==> src/design/cdw_pkg.sv <==
// ----------------------------------------------------------------------------
// cdw_pkg
// Shared types, codes and the fixed Code 39 pattern table for the
// element width decoder.
// ----------------------------------------------------------------------------
package cdw_pkg;

    localparam int TABLE_ROWS        = 44;
    localparam int ELEMENTS_PER_CHAR = 9;

    localparam int WIDTH_W = 16;   // width_ticks
    localparam int NSUM_W  = 19;   // narrow_sum
    localparam int COUNT_W = 6;    // char_count, data_count
    localparam int CHAR_W  = 7;    // ASCII code
    localparam int PAT_W   = 9;    // wide pattern
    localparam int WCNT_W  = 4;    // wide_count
    localparam int IDX_W   = 4;    // element_index
    localparam int FUNC_W  = 2;
    localparam int STAT_W  = 3;
    localparam int CFG_IDX_W  = 2;
    localparam int CFG_DATA_W = 8;

    // input function codes
    localparam logic [FUNC_W-1:0] FUNC_START = 2'd0;
    localparam logic [FUNC_W-1:0] FUNC_WIDTH = 2'd1;
    localparam logic [FUNC_W-1:0] FUNC_LOST  = 2'd2;

    // configuration register indexes
    localparam logic [CFG_IDX_W-1:0] REG_WIDE_FACTOR = 2'd0;
    localparam logic [CFG_IDX_W-1:0] REG_MIN_TICKS   = 2'd1;
    localparam logic [CFG_IDX_W-1:0] REG_MAX_CHARS   = 2'd2;

    localparam logic [5:0] WIDE_FACTOR_RESET = 6'd18;
    localparam logic [7:0] MIN_TICKS_RESET   = 8'd5;
    localparam logic [5:0] MAX_CHARS_RESET   = 6'd6;

    localparam int             STAR_ROW   = 39;
    localparam logic [CHAR_W-1:0] STAR_CHAR = 7'h2A;
    localparam logic [WCNT_W-1:0] DATA_WIDES = 4'd3;

    typedef enum logic [STAT_W-1:0] {
        ST_CHAR = 3'd0,
        ST_OK   = 3'd1,
        ST_BAD  = 3'd2,
        ST_LONG = 3'd3,
        ST_OFF  = 3'd4
    } status_t;

    typedef struct packed {
        logic [5:0] wide_factor_tenths;
        logic [7:0] flicker_ticks;
        logic [5:0] char_limit;
    } cfg_t;

    typedef struct packed {
        status_t             status;
        logic [CHAR_W-1:0]   character;
        logic [COUNT_W-1:0]  data_count;
    } result_t;

    // ASCII code in [15:9], wide flags in [8:0] with the first element in bit 8
    localparam logic [15:0] PATTERN_ROM [TABLE_ROWS] = '{
        {7'h30, 9'b000110100}, {7'h31, 9'b100100001},
        {7'h32, 9'b001100001}, {7'h33, 9'b101100000},
        {7'h34, 9'b000110001}, {7'h35, 9'b100110000},
        {7'h36, 9'b001110000}, {7'h37, 9'b000100101},
        {7'h38, 9'b100100100}, {7'h39, 9'b001100100},
        {7'h41, 9'b100001001}, {7'h42, 9'b001001001},
        {7'h43, 9'b101001000}, {7'h44, 9'b000011001},
        {7'h45, 9'b100011000}, {7'h46, 9'b001011000},
        {7'h47, 9'b000001101}, {7'h48, 9'b100001100},
        {7'h49, 9'b001001100}, {7'h4A, 9'b000011100},
        {7'h4B, 9'b100000011}, {7'h4C, 9'b001000011},
        {7'h4D, 9'b101000010}, {7'h4E, 9'b000010011},
        {7'h4F, 9'b100010010}, {7'h50, 9'b001010010},
        {7'h51, 9'b000000111}, {7'h52, 9'b100000110},
        {7'h53, 9'b001000110}, {7'h54, 9'b000010110},
        {7'h55, 9'b110000001}, {7'h56, 9'b011000001},
        {7'h57, 9'b111000000}, {7'h58, 9'b010010001},
        {7'h59, 9'b110010000}, {7'h5A, 9'b011010000},
        {7'h2D, 9'b010000101}, {7'h2E, 9'b110000100},
        {7'h20, 9'b011000100}, {7'h2A, 9'b010010100},
        {7'h24, 9'b010101000}, {7'h2F, 9'b010100010},
        {7'h2B, 9'b010001010}, {7'h25, 9'b000101010}
    };

    localparam logic [PAT_W-1:0] STAR_PATTERN = PATTERN_ROM[STAR_ROW][PAT_W-1:0];

endpackage

==> src/design/code39_element_width_decoder_core.sv <==
// ----------------------------------------------------------------------------
// code39_element_width_decoder_core
// Code 39 decoder fed with bar and space widths; emits characters and scan end.
// ----------------------------------------------------------------------------
// Latency: a result passes the input register and then the result register
// before it is on m_*.
// Throughput: one width per cycle while m_tready is high; the input register
// and the result register each hold one item, so a stalled result holds
// only the next item back.
// Reset (aresetn low, synchronous): scan idle, counters cleared, registers
// at wide factor 18 tenths, flicker floor 5 ticks, character limit 6.
module code39_element_width_decoder_core
    import cdw_pkg::*;
(
    input  logic                  aclk,
    input  logic                  aresetn,

    input  logic                  s_tvalid,
    output logic                  s_tready,
    input  logic [15:0]           s_tdata,    // [15:0] width_ticks
    input  logic [1:0]            s_tuser,    // [1:0] func

    output logic                  m_tvalid,
    input  logic                  m_tready,
    output logic [15:0]           m_tdata,    // [6:0] character, [12:7] data_count
    output logic [2:0]            m_tuser,    // [2:0] status

    input  logic                  cfg_valid,
    output logic                  cfg_ready,
    input  logic [CFG_IDX_W-1:0]  cfg_index,
    input  logic [CFG_DATA_W-1:0] cfg_data
);

    cfg_t               cfg_reg;
    logic               in_valid_reg;
    logic [FUNC_W-1:0]  func_reg;
    logic [WIDTH_W-1:0] width_reg;
    logic               out_valid_reg;
    result_t            out_reg;
    logic               advance;
    logic               res_valid;
    result_t            res;

    assign cfg_ready = 1'b1;
    assign advance   = in_valid_reg && (!out_valid_reg || m_tready);
    assign s_tready  = !in_valid_reg || advance;

    always_ff @(posedge aclk) begin
        if (!aresetn) begin
            cfg_reg.wide_factor_tenths <= WIDE_FACTOR_RESET;
            cfg_reg.flicker_ticks      <= MIN_TICKS_RESET;
            cfg_reg.char_limit         <= MAX_CHARS_RESET;
        end else if (cfg_valid) begin
            case (cfg_index)
                REG_WIDE_FACTOR: cfg_reg.wide_factor_tenths <= cfg_data[5:0];
                REG_MIN_TICKS:   cfg_reg.flicker_ticks      <= cfg_data;
                REG_MAX_CHARS:   cfg_reg.char_limit         <= cfg_data[5:0];
                default: begin
                end
            endcase
        end
    end

    // input register
    always_ff @(posedge aclk) begin
        if (!aresetn) begin
            in_valid_reg <= 1'b0;
        end else if (s_tready) begin
            in_valid_reg <= s_tvalid;
        end
        if (s_tvalid && s_tready) begin
            func_reg  <= s_tuser;
            width_reg <= s_tdata;
        end
    end

    cdw_scan u_scan (
        .aclk        (aclk),
        .aresetn     (aresetn),
        .step        (advance),
        .func        (func_reg),
        .width_ticks (width_reg),
        .cfg         (cfg_reg),
        .res_valid   (res_valid),
        .res         (res)
    );

    // result register
    always_ff @(posedge aclk) begin
        if (!aresetn) begin
            out_valid_reg <= 1'b0;
        end else if (advance) begin
            out_valid_reg <= res_valid;
        end else if (m_tready) begin
            out_valid_reg <= 1'b0;
        end
        if (advance && res_valid) begin
            out_reg <= res;
        end
    end

    assign m_tvalid = out_valid_reg;
    assign m_tuser  = out_reg.status;
    assign m_tdata  = {3'b0, out_reg.data_count, out_reg.character};

endmodule

==> src/design/cdw_match.sv <==
// ----------------------------------------------------------------------------
// cdw_match
// Parallel compare of a nine-element wide pattern against the Code 39 table.
// ----------------------------------------------------------------------------
module cdw_match
    import cdw_pkg::*;
(
    input  logic [PAT_W-1:0]  pattern,
    output logic              hit,
    output logic [CHAR_W-1:0] character
);

    // scan from the bottom so the first matching row wins
    always_comb begin
        hit       = 1'b0;
        character = '0;
        for (int r = TABLE_ROWS - 1; r >= 0; r--) begin
            if (PATTERN_ROM[r][PAT_W-1:0] == pattern) begin
                hit       = 1'b1;
                character = PATTERN_ROM[r][15:PAT_W];
            end
        end
    end

endmodule

==> src/design/cdw_scan.sv <==
// ----------------------------------------------------------------------------
// cdw_scan
// Scan state and the per-width step: start character sum, narrow/wide
// classification, character match and result selection.
// ----------------------------------------------------------------------------
module cdw_scan
    import cdw_pkg::*;
(
    input  logic               aclk,
    input  logic               aresetn,
    input  logic               step,
    input  logic [FUNC_W-1:0]  func,
    input  logic [WIDTH_W-1:0] width_ticks,
    input  cfg_t               cfg,
    output logic               res_valid,
    output result_t            res
);

    typedef enum logic [1:0] {
        PH_IDLE  = 2'd0,
        PH_START = 2'd1,
        PH_DATA  = 2'd2
    } phase_t;

    phase_t              phase_reg,   phase_next;
    logic [IDX_W-1:0]    idx_reg,     idx_next;
    logic [PAT_W-1:0]    pat_reg,     pat_next;
    logic [WCNT_W-1:0]   wcnt_reg,    wcnt_next;
    logic [NSUM_W-1:0]   nsum_reg,    nsum_next;
    logic [COUNT_W-1:0]  ccnt_reg,    ccnt_next;

    logic [21:0]         lhs;
    logic [24:0]         rhs;
    logic                wide;
    logic [PAT_W-1:0]    pat_shift;
    logic [WCNT_W-1:0]   wcnt_inc;
    logic [IDX_W-1:0]    star_pos;
    logic                last_elem;
    logic                hit;
    logic [CHAR_W-1:0]   match_char;

    // 60*w as 64w - 4w
    assign lhs       = {width_ticks, 6'b0} - {4'b0, width_ticks, 2'b0};
    assign rhs       = {19'b0, cfg.wide_factor_tenths} * {6'b0, nsum_reg};
    assign wide      = {3'b0, lhs} > rhs;
    assign pat_shift = {pat_reg[PAT_W-2:0], wide};
    assign wcnt_inc  = wcnt_reg + {{(WCNT_W-1){1'b0}}, wide};
    assign star_pos  = IDX_W'(PAT_W - 1) - idx_reg;
    assign last_elem = idx_reg == IDX_W'(ELEMENTS_PER_CHAR - 1);

    cdw_match u_match (
        .pattern   (pat_shift),
        .hit       (hit),
        .character (match_char)
    );

    always_comb begin
        phase_next = phase_reg;
        idx_next   = idx_reg;
        pat_next   = pat_reg;
        wcnt_next  = wcnt_reg;
        nsum_next  = nsum_reg;
        ccnt_next  = ccnt_reg;
        res_valid  = 1'b0;
        res.status    = ST_CHAR;
        res.character = '0;

        if (step) begin
            case (func)
                FUNC_START: begin
                    phase_next = PH_START;
                    idx_next   = '0;
                    pat_next   = '0;
                    wcnt_next  = '0;
                    nsum_next  = '0;
                    ccnt_next  = '0;
                end
                FUNC_LOST: begin
                    if (phase_reg != PH_IDLE) begin
                        phase_next = PH_IDLE;
                        idx_next   = '0;
                        pat_next   = '0;
                        wcnt_next  = '0;
                        res_valid  = 1'b1;
                        res.status = ST_OFF;
                    end
                end
                FUNC_WIDTH: begin
                    case (phase_reg)
                        PH_START: begin
                            // only narrow positions of the start character feed the sum
                            if (!STAR_PATTERN[star_pos])
                                nsum_next = nsum_reg + NSUM_W'(width_ticks);
                            if (last_elem) begin
                                phase_next = PH_DATA;
                                idx_next   = '0;
                                pat_next   = '0;
                                wcnt_next  = '0;
                            end else begin
                                idx_next = idx_reg + 1'b1;
                            end
                        end
                        PH_DATA: begin
                            // drop flicker
                            if (width_ticks >= WIDTH_W'(cfg.flicker_ticks)) begin
                                if (!last_elem) begin
                                    idx_next  = idx_reg + 1'b1;
                                    pat_next  = pat_shift;
                                    wcnt_next = wcnt_inc;
                                end else begin
                                    phase_next = PH_IDLE;
                                    idx_next   = '0;
                                    pat_next   = '0;
                                    wcnt_next  = '0;
                                    res_valid  = 1'b1;
                                    if (!hit) begin
                                        res.status = ST_BAD;
                                    end else if (match_char == STAR_CHAR) begin
                                        res.status = ST_OK;
                                    end else if (wcnt_inc != DATA_WIDES) begin
                                        res.status = ST_BAD;
                                    end else if (ccnt_reg >= cfg.char_limit) begin
                                        res.status = ST_LONG;
                                    end else begin
                                        res.status    = ST_CHAR;
                                        res.character = match_char;
                                        ccnt_next     = ccnt_reg + 1'b1;
                                        phase_next    = PH_DATA;
                                    end
                                end
                            end
                        end
                        default: begin
                        end
                    endcase
                end
                default: begin
                end
            endcase
        end
        res.data_count = ccnt_next;
    end

    always_ff @(posedge aclk) begin
        if (!aresetn) begin
            phase_reg <= PH_IDLE;
            idx_reg   <= '0;
            pat_reg   <= '0;
            wcnt_reg  <= '0;
            nsum_reg  <= '0;
            ccnt_reg  <= '0;
        end else begin
            phase_reg <= phase_next;
            idx_reg   <= idx_next;
            pat_reg   <= pat_next;
            wcnt_reg  <= wcnt_next;
            nsum_reg  <= nsum_next;
            ccnt_reg  <= ccnt_next;
        end
    end

endmodule

==> config.mk <==
export PLATFORM = sky130hd
export DESIGN_NAME = code39_element_width_decoder_core
export DESIGN_NICKNAME = d
export VERILOG_FILES = /design/src/design/cdw_pkg.sv /design/src/design/code39_element_width_decoder_core.sv /design/src/design/cdw_match.sv /design/src/design/cdw_scan.sv
export SDC_FILE = /design/constraint.sdc
export NUM_CORES = 1
export LEC_CHECK = 0
export ABC_AREA = 1
export BUFFER_PORTS_ARGS = -buffer_cell sky130_fd_sc_hd__buf_2
export CORE_ASPECT_RATIO = 1.2
export CORE_UTILIZATION = 60
export CTS_CLUSTER_SIZE = 24
export DETAILED_ROUTE_END_ITERATION = 12
export GPL_TIMING_DRIVEN = 0
export PLACE_DENSITY = 0.78
export SLEW_MARGIN = 30
export SYNTH_ARGS = -nofsm -noshare
export SYNTH_HDL_FRONTEND = slang
export SYNTH_HIERARCHICAL = 1
export SYNTH_SLANG_ARGS = --single-unit
export TNS_END_PERCENT = 5
==> constraint.sdc <==
create_clock -name aclk -period 12.46 [get_ports aclk]
set_clock_uncertainty 0.05 [all_clocks]
set_input_delay 0.623 -clock aclk [delete_from_list [all_inputs] [get_ports aclk]]
set_output_delay 0.623 -clock aclk [all_outputs]
set_load 0.05 [all_outputs]
-- Yosys cells after proc, flatten, opt, wreduce, memory -nomap -nowiden
Memory sizes are Yosys's and may differ from the RTL's.
Cells that the tools add are included.
Widths: inputs -> output; s select.
- add/subtract/negate cells: 6
- multiply operators: 1
- magnitude comparators: 4
- equality and inequality tests: 60
- muxes and demuxes: 148
- bitwise gates (word level): 6
- reductions and logical operators: 21
- operators with widths (cell ; number):
    $mux 7 ; 47
    $eq 9x9->1 const A ; 16
    $eq 7x9->1 const A ; 9
    $eq 8x9->1 const A ; 9
    $mux 6 ; 9
    $mux 1 ; 52
    $mux 19 ; 2
    $pmux 19 s2 ; 1
    $eq 5x9->1 const A ; 4
    $eq 6x9->1 const A ; 4
    $mux 8 ; 4
    $mux 10 ; 3
    $gt 22x25->1 ; 1
    $mul 6x19->25 ; 1
    $mux 4 ; 6
    $pmux 4 s3 ; 2
    $pmux 8 s3 ; 1
    $sub 22x18->22 ; 1
    $add 19x16->19 ; 1
    $mux 2 ; 9
    $ge 16x8->1 ; 1
    $pmux 4 s2 ; 2
    $pmux 8 s2 ; 1
    $mux 3 ; 4
    35 further kinds ; 56
- flip-flop bits (word level): 99
- bits in read-only memories: 16
- bits of input ports: 33
- output and inout port bits: 22
- word-level logic and storage cells: 263
- memories kept: 1
- memory list (name ; depth ; bits a word ; read ports ; clocked after Yosys merged registers in ; write ports ; RTL line ; RTL):
    (no name shown) ; 16 ; 1 ; 1 ; 0 ; 0 ; cdw_scan.sv:92 ; if (!STAR_PATTERN[star_pos])

-- Depth between registers and ports, before layout
- word-level depth: 55
- mapped depth: 56

-- Hierarchy
Netlist, hierarchy kept.
- by module, submodules not included (module ; times used ; cells an instance ; area an instance (sq um) ; sequential area each (sq um)):
    cdw_scan ; 1 ; 1323 ; 8604.5 ; 860.8
    code39_element_width_decoder_core ; 1 ; 175 ; 2015.7 ; 1461.4
    cdw_match ; 1 ; 172 ; 812.0 ; 0.0

-- Worst setup path before layout
Ideal clock, no wire load.
- path type: register -> register
- start: register cfg_reg[18] (netlist bit)
- end: register out_reg, in the netlist m_tdata[7] (data pin)
- arrival time: 6.836 ns
- data required time: 12.153 ns
- path slack: 5.317 ns
- stages on the path, launching flop included: 55
- path buffers: 2
- cells stage by stage: dfxtp_1 -> clkbuf_1 -> clkbuf_1 -> nand2_1 -> inv_1 -> fa_1 -> fa_1 -> inv_1 -> fa_1 -> inv_1 -> ha_1 -> nand2_1 -> nand2_1 -> nand2_1 -> and2_1 -> nand2_1 -> a21oi_1 -> o21bai_1 -> (+19 left out) -> nand4_1 -> nor2_1 -> nand4_1 -> nor2_1 -> nand4_1 -> nor2_1 -> nand3_1 -> nor2_1 -> nand3_1 -> inv_1 -> nand3_1 -> nor2_1 -> nor2_1 -> nand3_2 -> nor2_2 -> nand3_4 -> xor2_1 -> nor2_1
- RTL lines (item ; RTL line ; RTL):
    start: declaration ; code39_element_width_decoder_core.sv:34 ; cfg_t cfg_reg;
    end signal: assignment ; code39_element_width_decoder_core.sv:98 ; out_reg <= res;
    end: declaration ; code39_element_width_decoder_core.sv:39 ; result_t out_reg;

==> flow_metrics.env <==
export IMPL_status="finished, final reports clean"
export IMPL_synthCells=1670
export IMPL_synth_ff_type="dfxtp_1"
export IMPL_wire_per_inst_um=14.4
export IMPL_ant_nets=0
export IMPL_cts_sinks=99
export IMPL_async_flop_share=0
export IMPL_avgSynthCellArea_sq_um=6.85
export IMPL_max_freq_mhz=105
export IMPL_leakage_nw=6.80
export IMPL_via_per_inst=5.27
export IMPL_synth_commonest_cells="nand2_1, inv_1, nor2_1, ha_1, a21oi_1"
export IMPL_ir_drop_v=0.0000984
export IMPL_largest_register_ffs=20
export IMPL_drtIter0Drc=537
export IMPL_placedInstanceArea_sq_um=12000
export IMPL_crit_family="simple AND/OR/NAND/NOR gates"
export IMPL_r2r_end="m_tdata[7]"
export IMPL_core_sq_um=18400
export IMPL_cp_startpoint="cfg_reg[18]"
export IMPL_arrival_ns=9.56
export IMPL_grt_pass1_wl_um=47500
export IMPL_port_buffer_count=49
export IMPL_finalHoldViolCount=0
export IMPL_mappedNetlistArea_sq_um=11400
export IMPL_slew_viol_final=0
export IMPL_total_power_uw=801
export IMPL_cp_depth=49
export IMPL_cts_htree_levels=3
export IMPL_seq_area_frac_synth=0.203
export IMPL_initial_core_util=0.620
export IMPL_synth_most_common_cell="nand2_1"
export IMPL_numCtsBuffers=9
export IMPL_grt_pass1_vias=10210
export IMPL_antenna_cells_inserted=0
export IMPL_track_usage=0.304
export IMPL_r2r_slack_ns=2.95
export IMPL_rsz0062_at_grt="no"
export IMPL_grt_antenna_before_repair=0
export IMPL_worst_ep_required_time_ns=12.51
export IMPL_slew_headroom=0.477
export IMPL_rows=54
export IMPL_nNetsFinal=1942
export IMPL_worstReg2RegStart="cfg_reg[18]"
export IMPL_tightest_slew_ns=0.783
export IMPL_io_pins=55
export IMPL_drc=0
export IMPL_die_h_um=153
export IMPL_hold_ws_ns=0.390
export IMPL_power_density_nw_per_um2=65.0
export IMPL_drive_gt1_frac=0.0903
export IMPL_worstSetupPathType="flop to flop"
export IMPL_cpMostUsedCell="nor2_1"
export IMPL_cap_violations=0
export IMPL_grt_max_degree=19
export IMPL_cts_resized_gates=0
export IMPL_post_cts_buffers=0
export IMPL_tritoncts="done"
export IMPL_path_max_fanout=10
export IMPL_synth_top_area_frac=0.139
export IMPL_switching_power_uw=239
export IMPL_fin_ws_ns=2.95
export IMPL_insertion_delay_ns=0.35
export IMPL_ys_types=62
export IMPL_cp_num_buf_inv=7
export IMPL_end_kind="flop"
export IMPL_start_kind="flop"
export IMPL_stdcell_area_sq_um=12300
export IMPL_die_area_sq_um=19600
export IMPL_cts_hold_buf=0
export IMPL_power_frac_seq=0.439
export IMPL_die_w_um=128
export IMPL_synth_area_top_cells="nand2_1, fa_1, inv_1, ha_1, dfxtp_1"
export IMPL_routed_wl_um=28600
export IMPL_p_comb_frac=0.200
export IMPL_synth_edf_count=34
export IMPL_area_growth_pct=7.80
export IMPL_dp_slack_ns=3.00
export IMPL_drt_pass1_iter_count=5
export IMPL_synth_area_leader_cell="nand2_1"
export IMPL_cpMaxStageDelayCell="clkbuf_1"
export IMPL_cts_root_buffer="clkbuf_16"
export IMPL_ys_ff_latch=99
export IMPL_internal_power_uw=563
export IMPL_overflow=0
export IMPL_synth_warnings=6
export IMPL_crit_end="m_tdata[7]"
export IMPL_vias=10493
export IMPL_fin_crit_sh=0.763
export IMPL_reg2reg_depth=49
export IMPL_gp_congestion=0.942
export IMPL_hold_class="primary input to flop"
export IMPL_clk_pin_slew_ns=0.07
export IMPL_clock_path_buffers=2
export IMPL_dpl_hpwl_um=23300
export IMPL_pwr_share_clk=0.361
export IMPL_cpPeakStageDelay_ns=0.58
export IMPL_fin_crit_ns=9.51
export IMPL_fin_setup_tns_ns=0
export IMPL_setup_viol=0
export IMPL_switching_share=0.298
==> power by group through the flow <==
stage	clock network [mW]	logic, mW	registers [mW]
2_1_floorplan	0	0.119	0.355
3_3_place_gp	0	0.153	0.359
3_5_place_dp	0	0.158	0.359
4_1_cts	0.295	0.159	0.352
5_1_grt	0.306	0.182	0.353
6_report	0.289	0.160	0.352
==> cells by family after synthesis <==
family	count (synthesis)	share of synthesized area
AOI/OAI and AO/OA	177	0.0927
buffers and inverters	410	0.140
other	2	0.000657
DFF	99	0.203
xor gates and xnor gates	45	0.0358
adders and majority gates	176	0.239
and+or+nand+nor	761	0.289
==> layer usage <==
metal  global-route usage  wire (um)
met1                0.352      11800
met2                0.558      14400
met3               0.0298       1120
met4                0.142       1240
met5                    0          0
==> cell usage in the layout (no fill, tap or decap), drive strengths merged, types with 3 or more instances in the layout <==
cell type and n:
xnor2 18, nor2 166, fa 70, a31oi 9
edfxtp 34, xor2 27, buf 70, nor4 5
nor3 18, nand3 86, a21oi 105, nand4 30
a211oi 6, dfxtp 65, o21ai 32, clkbuf 25
ha 106, nand3b 4, clkinvlp 3, o21bai 5
nor3b 5, a21o 6, inv 375, or2 7
and2 4, nand2 434, conb 4
==> final cells by class <==
class	count	area (sq um)
well taps	252	315
flip-flops and latches	99	2320
fillers	1649	6120
clock buffers	10	239
repair buffers	50	253
plain buffers	35	198
inverters	375	1410
multi-input cells	1163	7520
clock inverters	6	72.6
==> worst min-delay path by stage <==
stage | startpoint | endpoint | slack [ns] | cells past startpoint
final | s_tdata[10] | width_reg[10] | 0.39 | 1
after global routing | s_tdata[10] | width_reg[10] | 0.38 | 1
after floorplan | cfg_reg[15] | cfg_reg[15] | 0.38 | 2
after global placement | cfg_reg[15] | cfg_reg[15] | 0.39 | 2
after CTS | s_tdata[4] | width_reg[4] | 0.38 | 1
after detailed placement | cfg_reg[8] | cfg_reg[8] | 0.39 | 2
==> metrics by stage <==
stage | util | cells
after floorplan | - | 1672
final | 0.668 | 1990
after CTS | 0.668 | 1990
after global placement | 0.651 | 1973
after global routing | 0.668 | 1990
after detailed placement | 0.651 | 1974
Power figures use the tool's default switching activity.
